### src/ecp_pkg.sv
// ecp_pkg: shared types and constants for the eviction candidate pool
// used by ecp_cell and eviction_candidate_pool; no dependencies
`default_nettype none

package ecp_pkg;

	localparam int POOL_DEPTH_DEF = 16;
	localparam int KEY_W          = 32;
	localparam int DB_W           = 4;
	localparam int SCORE_W        = 32;

	// database numbers at or above this count are rejected
	localparam logic [8:0] DB_COUNT = 9'd16;

	// lfu scores are this base minus the counter byte
	localparam logic [SCORE_W-1:0] LFU_INVERT_BASE = 32'd255;

	// insert outcome codes
	localparam logic [1:0] OUTCOME_DROPPED = 2'd0;
	localparam logic [1:0] OUTCOME_EMPTY   = 2'd1;
	localparam logic [1:0] OUTCOME_RIGHT   = 2'd2;
	localparam logic [1:0] OUTCOME_LEFT    = 2'd3;

	// request opcodes
	localparam logic OP_OFFER = 1'b0;
	localparam logic OP_POP   = 1'b1;

	// operation broadcast to every cell in a cycle
	typedef enum logic [2:0] {
		CELL_HOLD  = 3'd0,
		CELL_FILL  = 3'd1,
		CELL_RIGHT = 3'd2,
		CELL_LEFT  = 3'd3,
		CELL_POP   = 3'd4
	} cell_op_t;

	// one pool entry
	typedef struct packed {
		logic               valid;
		logic [SCORE_W-1:0] score;
		logic [KEY_W-1:0]   key;
		logic [DB_W-1:0]    db;
	} ecp_entry_t;

	// broadcast control from the top level to the cells
	typedef struct packed {
		cell_op_t           op;
		logic [SCORE_W-1:0] score;
		logic [KEY_W-1:0]   key;
		logic [DB_W-1:0]    db;
	} ecp_ctrl_t;

endpackage

`default_nettype wire

### src/ecp_cell.sv
// ecp_cell: one slot of the sorted candidate pool, talks to its two neighbors
// depends on ecp_pkg
`default_nettype none

module ecp_cell import ecp_pkg::*; (
	input  wire logic       clk,
	input  wire logic       arst_n,
	input  wire ecp_ctrl_t  ctrl,
	input  wire ecp_entry_t left_entry,
	input  wire ecp_entry_t right_entry,
	input  wire logic       left_lt,
	input  wire logic       right_lt,
	output ecp_entry_t      entry,
	output logic            lt,
	output logic            ge,
	output ecp_entry_t      top_entry
);

	ecp_entry_t entry_q;
	ecp_entry_t entry_d;
	ecp_entry_t new_entry;
	logic       is_top;

	// compare against the offered score
	assign lt = entry_q.valid && (entry_q.score < ctrl.score);
	assign ge = entry_q.valid && !lt;

	// highest occupied slot: this one is valid and the right neighbor is not
	assign is_top    = entry_q.valid && !right_entry.valid;
	assign top_entry = is_top ? entry_q : '0;
	assign entry     = entry_q;

	assign new_entry = '{valid: 1'b1, score: ctrl.score, key: ctrl.key, db: ctrl.db};

	// next slot contents
	always_comb begin
		entry_d = entry_q;
		case (ctrl.op)
			CELL_FILL: begin
				if (!entry_q.valid && left_entry.valid)
					entry_d = new_entry;
			end
			CELL_RIGHT: begin
				if (entry_q.valid && !lt && left_lt)
					entry_d = new_entry;
				else if (!left_lt)
					entry_d = left_entry;
			end
			CELL_LEFT: begin
				if (lt && !right_lt)
					entry_d = new_entry;
				else if (right_lt)
					entry_d = right_entry;
			end
			CELL_POP: begin
				if (is_top) begin
					entry_d.valid = 1'b0;
					entry_d.score = '0;
				end
			end
			default: entry_d = entry_q;
		endcase
	end

	// slot contents, empty after reset
	always_ff @(posedge clk or negedge arst_n) begin
		if (!arst_n)
			entry_q <= '0;
		else
			entry_q <= entry_d;
	end

endmodule

`default_nettype wire

### src/eviction_candidate_pool.sv
// eviction_candidate_pool: sorted pool of eviction candidates built from a row of cells
// depends on ecp_pkg and ecp_cell
//
// channel   signals                      direction  payload
// in        in_valid / in_stall          input      opcode, key_handle, db_index, raw_age
// out       out_valid / out_stall        output     insert_outcome, found, out_key, out_db,
//                                                   out_score, occupancy
// cfg       cfg_valid / cfg_ready        input      cfg_lfu_mode
//
// one request per cycle unless in_stall; every cell compares against the offered score in
// parallel and the whole row shifts in the same edge, so the result is registered as the
// request is accepted. in_stall is high only while a result waits and out_stall holds it.
// reset empties the pool and clears the lfu mode; cfg_ready is always high.
`default_nettype none

module eviction_candidate_pool import ecp_pkg::*; #(
	parameter int POOL_DEPTH = POOL_DEPTH_DEF
) (
	input  wire logic                            clk,
	input  wire logic                            arst_n,
	input  wire logic                            in_valid,
	output logic                                 in_stall,
	input  wire logic                            opcode,
	input  wire logic [KEY_W-1:0]                key_handle,
	input  wire logic [DB_W-1:0]                 db_index,
	input  wire logic [SCORE_W-1:0]              raw_age,
	output logic                                 out_valid,
	input  wire logic                            out_stall,
	output logic [1:0]                           insert_outcome,
	output logic                                 found,
	output logic [KEY_W-1:0]                     out_key,
	output logic [DB_W-1:0]                      out_db,
	output logic [SCORE_W-1:0]                   out_score,
	output logic [$clog2(POOL_DEPTH+1)-1:0]      occupancy,
	input  wire logic                            cfg_valid,
	output logic                                 cfg_ready,
	input  wire logic                            cfg_lfu_mode
);

	localparam int CNT_W = $clog2(POOL_DEPTH + 1);
	localparam logic [CNT_W-1:0] FULL_CNT = CNT_W'(POOL_DEPTH);

	ecp_entry_t     cell_entry [POOL_DEPTH];
	ecp_entry_t     cell_top   [POOL_DEPTH];
	logic           cell_lt    [POOL_DEPTH];
	logic           cell_ge    [POOL_DEPTH];

	ecp_ctrl_t      ctrl;
	cell_op_t       cell_op;
	logic [SCORE_W-1:0] offer_score;
	ecp_entry_t     popped;
	logic           any_ge;
	logic           lfu_q;
	logic [CNT_W-1:0] count_q;
	logic [CNT_W-1:0] count_d;
	logic           accept;
	logic           full;
	logic           db_ok;
	logic [1:0]     outcome;
	logic           pop_found;
	logic           out_valid_q;
	logic [1:0]     outcome_q;
	logic           found_q;
	logic [KEY_W-1:0]   key_q;
	logic [DB_W-1:0]    db_q;
	logic [SCORE_W-1:0] score_q;
	logic [CNT_W-1:0]   occ_q;

	// handshakes
	assign in_stall  = out_valid_q && out_stall;
	assign accept    = in_valid && !in_stall;
	assign cfg_ready = 1'b1;

	// configuration register
	always_ff @(posedge clk or negedge arst_n) begin
		if (!arst_n)
			lfu_q <= 1'b0;
		else if (cfg_valid)
			lfu_q <= cfg_lfu_mode;
	end

	// score of the offered candidate
	assign offer_score = lfu_q ? (LFU_INVERT_BASE - {24'd0, raw_age[7:0]}) : raw_age;
	assign ctrl = '{op: cell_op, score: offer_score, key: key_handle, db: db_index};

	// reductions over the row
	always_comb begin
		any_ge = 1'b0;
		popped = '0;
		for (int i = 0; i < POOL_DEPTH; i++) begin
			any_ge = any_ge | cell_ge[i];
			popped = popped | cell_top[i];
		end
	end

	// decide the operation for this beat
	assign full      = (count_q == FULL_CNT);
	assign db_ok     = (9'(db_index) < DB_COUNT);
	assign pop_found = (count_q != '0);

	always_comb begin
		outcome = OUTCOME_DROPPED;
		cell_op = CELL_HOLD;
		count_d = count_q;
		if (accept) begin
			if (opcode == OP_POP) begin
				if (pop_found) begin
					cell_op = CELL_POP;
					count_d = count_q - CNT_W'(1);
				end
			end else if (db_ok) begin
				if (full) begin
					if (cell_lt[0]) begin
						cell_op = CELL_LEFT;
						outcome = OUTCOME_LEFT;
					end
				end else if (any_ge) begin
					cell_op = CELL_RIGHT;
					outcome = OUTCOME_RIGHT;
					count_d = count_q + CNT_W'(1);
				end else begin
					cell_op = CELL_FILL;
					outcome = OUTCOME_EMPTY;
					count_d = count_q + CNT_W'(1);
				end
			end
		end
	end

	// row of cells
	for (genvar i = 0; i < POOL_DEPTH; i++) begin : g_cell
		ecp_entry_t left_e;
		ecp_entry_t right_e;
		logic       left_l;
		logic       right_l;

		if (i == 0) begin : g_lo
			assign left_e = '{valid: 1'b1, score: '0, key: '0, db: '0};
			assign left_l = 1'b1;
		end else begin : g_lo
			assign left_e = cell_entry[i-1];
			assign left_l = cell_lt[i-1];
		end

		if (i == POOL_DEPTH - 1) begin : g_hi
			assign right_e = '0;
			assign right_l = 1'b0;
		end else begin : g_hi
			assign right_e = cell_entry[i+1];
			assign right_l = cell_lt[i+1];
		end

		ecp_cell u_cell (
			.clk        (clk),
			.arst_n     (arst_n),
			.ctrl       (ctrl),
			.left_entry (left_e),
			.right_entry(right_e),
			.left_lt    (left_l),
			.right_lt   (right_l),
			.entry      (cell_entry[i]),
			.lt         (cell_lt[i]),
			.ge         (cell_ge[i]),
			.top_entry  (cell_top[i])
		);
	end

	// occupancy counter and output beat valid
	always_ff @(posedge clk or negedge arst_n) begin
		if (!arst_n) begin
			count_q     <= '0;
			out_valid_q <= 1'b0;
		end else begin
			count_q <= count_d;
			if (accept)
				out_valid_q <= 1'b1;
			else if (!out_stall)
				out_valid_q <= 1'b0;
		end
	end

	// result register
	always_ff @(posedge clk) begin
		if (accept) begin
			outcome_q <= outcome;
			occ_q     <= count_d;
			if (opcode == OP_POP) begin
				found_q <= pop_found;
				key_q   <= popped.key;
				db_q    <= popped.db;
				score_q <= popped.score;
			end else begin
				found_q <= 1'b0;
				key_q   <= '0;
				db_q    <= '0;
				score_q <= '0;
			end
		end
	end

	assign out_valid      = out_valid_q;
	assign insert_outcome = outcome_q;
	assign found          = found_q;
	assign out_key        = key_q;
	assign out_db         = db_q;
	assign out_score      = score_q;
	assign occupancy      = occ_q;

endmodule

`default_nettype wire

### config.mk
export PLATFORM = sky130hd
export DESIGN_NAME = eviction_candidate_pool
export DESIGN_NICKNAME = d
export VERILOG_FILES = /design/src/ecp_pkg.sv /design/src/ecp_cell.sv /design/src/eviction_candidate_pool.sv
export SDC_FILE = /design/constraint.sdc
export NUM_CORES = 2
export LEC_CHECK = 0
export BUFFER_PORTS_ARGS = -buffer_cell sky130_fd_sc_hd__buf_4
export CAP_MARGIN = 20
export CELL_PAD_IN_SITES_DETAIL_PLACEMENT = 1
export CELL_PAD_IN_SITES_GLOBAL_PLACEMENT = 1
export CORE_MARGIN = 2
export CORE_UTILIZATION = 46
export DETAILED_ROUTE_END_ITERATION = 8
export GPL_TIMING_DRIVEN = 1
export PLACE_DENSITY_LB_ADDON = 0.08
export SLEW_MARGIN = 20
export SYNTH_ARGS = -nofsm -noshare
export SYNTH_HDL_FRONTEND = slang
export SYNTH_SLANG_ARGS = --single-unit
### constraint.sdc
create_clock -name clk -period 6.01 [get_ports clk]
set_clock_uncertainty 0.1 [all_clocks]
set_input_delay 0.3005 -clock clk [delete_from_list [all_inputs] [get_ports clk]]
set_output_delay 0.3005 -clock clk [all_outputs]
set_load 0.005 [all_outputs]
==> out/results.md <==
| Quantity | Value | Unit |
| --- | --- | --- |
| Routed WL per cell | 44.1 | um |
| Fraction of registers with async set/reset | 93.6 | % |
| Count of maximum capacitance violations | 0 | - |
| Most common cell after layout, fill and taps aside | dfrtp_1 | - |
| Number of rows created at floorplan | 156 | - |
| Clock period minus worst slack | 6.03 | ns |
| Syn_nets | 8878 | - |
| Number of buffers created by CTS | 149 | - |
| Io pins | 154 | - |
| DRT iter0 DRCs | 16000 | - |
| Half-perimeter wire length after placement | 331000 | um |
| Rel. slew slack | 11.9 | % |
| Sum of routed wire length over all layers | 500000 | um |
| Vias in the first global route | 88600 | - |
| Worst IR Drop VDD | 0.392 | mV |
| #FFs+latches synth | 1187 | - |
| Number of nets in the final layout | 9361 | - |
| Via total after detailed routing | 89800 | - |
| Hold Slack | -0.0128 | ns |
| DRC violation count after routing | 18 | - |
| Port Buffer Count | 152 | - |
| Highest attainable clock frequency | 0.166 | GHz |
| Sort of element at the end of the critical path | register | - |
| Seq/Total Area, Yosys | 36.1 | % |
| Area of the mapped netlist | 83400 | um^2 |
| Highest-count cells in the layout ignoring fill and taps | dfrtp_1 (1109), buf_4 (807), mux2_2 (729) | - |
| Status | finished with violations | - |
| Die outline width | 430 | um |
| Class of the most critical hold timing path | primary input to async pin | - |
| Data required time of the worst path | 6.64 | ns |
| Failing checks | DRC, hold timing, setup timing | - |
| Maximum number of pins on one net before global-route repair | 177 | - |
| Area growth syn-to-layout | 22.0 | % |
| Worst EP arrival | 6.66 | ns |
| Ratio of routed vias to standard cells | 7.92 | - |
| GPL Wtd Cong | 1.07 | - |
| Total power | 59000 | uW |
| Number of fillers in the final layout | 19100 | - |
| Max Slew Vio Count | 0 | - |
| Chip Height | 430 | um |
| Final critical-path share of the clock period | 100 | % |
| Total die area | 185000 | um^2 |
| Antenna-violating nets left | 0 | - |
| H-tree levels | 4 | - |
| Critical Path Fanout Max | 17 | - |
| Pre-CTS setup slack | -0.616 | ns |
| Core Box Area | 180000 | um^2 |
| Post-synth EDFFs | 76 | - |
| Final Hold Viols | 2 | - |
| Total grt overflow | 0 | - |
| Number of buffers on the longest clock path | 3 | - |
| Post-Syn Instances | 8337 | - |
| Critical Setup Path Class | register to register | - |
| Areal power density over the cells | 580 | nW/um^2 |
| Leakage power total | 0.0454 | uW |
| Sinks on the clock net | 1187 | - |
| Number of distinct standard cells referenced by the synthesized netlist | 94 | - |
| Critical Path Start Type | register | - |
| Worst Reg2Reg Path Length in Cells | 22 | - |
| Most instantiated flip-flop cell in the synthesis netlist | dfrtp_1 | - |
| Worst setup slack after layout | -0.0201 | ns |
| Setup-violating endpoint count in the final report | 7 | - |
| Worst Max-Slew Pin Slew | 1.30 | ns |
| Clock tree from TritonCTS | built | - |
| Post-Syn Area per Cell | 10.0 | um^2 |
| TritonRoute pass-1 iters | 9 | - |
| Total global routing track utilization | 52.2 | % |
| Share of cells above drive strength 1 | 25.6 | % |
| Synthesis warning total | 0 | - |
| Root cell of the clock tree | clkbuf_16 | - |
| Wire length of the first global-routing pass | 691000 | um |
| CTS clk-pin slew, worst paths | 0.06 | ns |
| Initial core utilization | 46.2 | % |
| Clock latency at the later pin of the worst-skew pair | 0.87 | ns |
| Antenna violations before repair | 31 | - |
==> critical path, stage by stage (launching register included) <==
cell and delay [ns]:
dfrtp_4 0.64, buf_4 0.25, buf_4 0.17, nor2b_1 0.14, inv_1 0.10, buf_4 0.24
ha_1 0.31, nand2_1 0.06, o21ai_0 0.57, a221oi_2 0.22, buf_4 0.20, nor3b_1 0.61
o31ai_2 0.20, or3b_4 0.31, buf_4 0.16, o31ai_4 0.09, buf_12 0.23, buf_12 0.13
nor2_4 0.15, buf_4 0.14, buf_12 0.20, mux2_2 0.35, mux2_2 0.29
==> final timing paths <==
path | start | endpoint | slack (ns)
max in group asynchronous | arst_n | g_cell[4].u_cell.entry[24]$_DFFE_PN0P_ | 4.08
hold reg to reg | g_cell[0].u_cell.entry[35]$_DFFE_PN0P_ | g_cell[0].u_cell.entry[35]$_DFFE_PN0P_ | 0.42
hold / removal | arst_n | g_cell[0].u_cell.entry[44]$_DFFE_PN0P_ | -0.01
setup reg to reg | lfu_q$_DFFE_PN0P_ | g_cell[15].u_cell.entry[27]$_DFFE_PN0P_ | -0.02
min in group clk | raw_age[7] | g_cell[15].u_cell.entry[43]$_DFFE_PN0P_ | 0.01
setup / recovery | lfu_q$_DFFE_PN0P_ | g_cell[15].u_cell.entry[27]$_DFFE_PN0P_ | -0.02
==> repair_timing <==
action                                  4_1_cts  5_1_grt
hold endpoints to repair                    639        0
pin swaps                                    11       17
buffers inserted                             19       17
endpoints found under the setup margin     1102      912
hold buffers                                 44        0
gates cloned                                  1        6
gates resized for setup                      23       51
==> flip-flops by register name, summed over array words and instances (netlist names) <==
name	count
out_valid	1
g_cell.u_cell.entry	1104
out_key	32
out_db	4
found	1
count_q	5
insert_outcome	2
occupancy	5
out_score	32
lfu_q	1
==> layer usage <==
metal  GRT usage (%)  routed length, um  vias to the layer above
met1            66.6             183000                    45600
met4            36.1              41500                       27
li1                -                  -                    34000
met5           0.338                351                        -
met2            72.1             201000                     7818
met3            20.1              74100                     2340
==> report_power, final <==
part	internal, uW	switching (uW)
sequential	11900	6260
combinational	12400	19200
clock	5250	4030
==> synthesized netlist by cell type (all sizes together), types with 40 or more instances <==
library cell	number	area share, %
a22oi	204	1.8
a211o	291	3.1
o31ai	78	0.71
a31oi	79	0.59
a21o	52	0.47
mux2	737	10
nand2	414	1.9
o211ai	40	0.37
buf	183	1.1
a222oi	275	3.3
o21ai	376	2.3
clkbuf	646	2.9
and3	70	0.53
edfxtp	76	2.7
mux2i	372	4.5
a221oi	272	2.9
o22ai	43	0.32
a22o	522	5.5
nand3	69	0.41
ha	466	7.0
and2	108	0.81
nor2b	45	0.34
a221o	280	3.4
dfrtp	1111	33
nor2	234	1.1
nor3	148	1.2
a21oi	353	2.1
inv	386	1.7
nand4	100	0.75
==> cell families after synthesis <==
kind of cell             Yosys count  share of synthesized area, %
buffers and inverters           1216                          5.79
AND/OR/NAND/NOR                 1282                          7.71
XOR/XNOR                           9                         0.104
other                              1                       0.00450
flip-flops                      1187                          36.1
multiplexers                    1109                          14.4
adder cells (fa/ha/maj)          472                          7.07
AO/OA/AOI/OAI                   3061                          28.8
==> cell type report <==
type / count / area [um^2] / area share (%)
Multi-Input combinational cell: 5934 / 49600 / 48.8
Sequential cell: 1187 / 30100 / 29.6
Timing Repair Buffer: 1161 / 12700 / 12.5
Clock buffer: 221 / 4370 / 4.29
Tap cell: 2370 / 2970 / 2.92
Inverter: 387 / 1470 / 1.45
Clock inverter: 46 / 457 / 0.449
Antenna cell: 21 / 52.6 / 0.0517
==> per-stage QoR <==
step	setup TNS, ns	cell area, um^2	hold slack (ns)	utilization (%)	std cells
detailed placement	-325.32	95500	0.315	53.0	11000
floorplan	0	83400	-0.0951	-	8337
finish	-0.0679	102000	-0.0128	56.4	11300
CTS	0	101000	0.00591	56.1	11300
global placement	-292.62	95500	0.311	53.0	11000
global route	-0.0990	102000	0.0388	56.4	11300
Power figures use the tool's default switching activity.
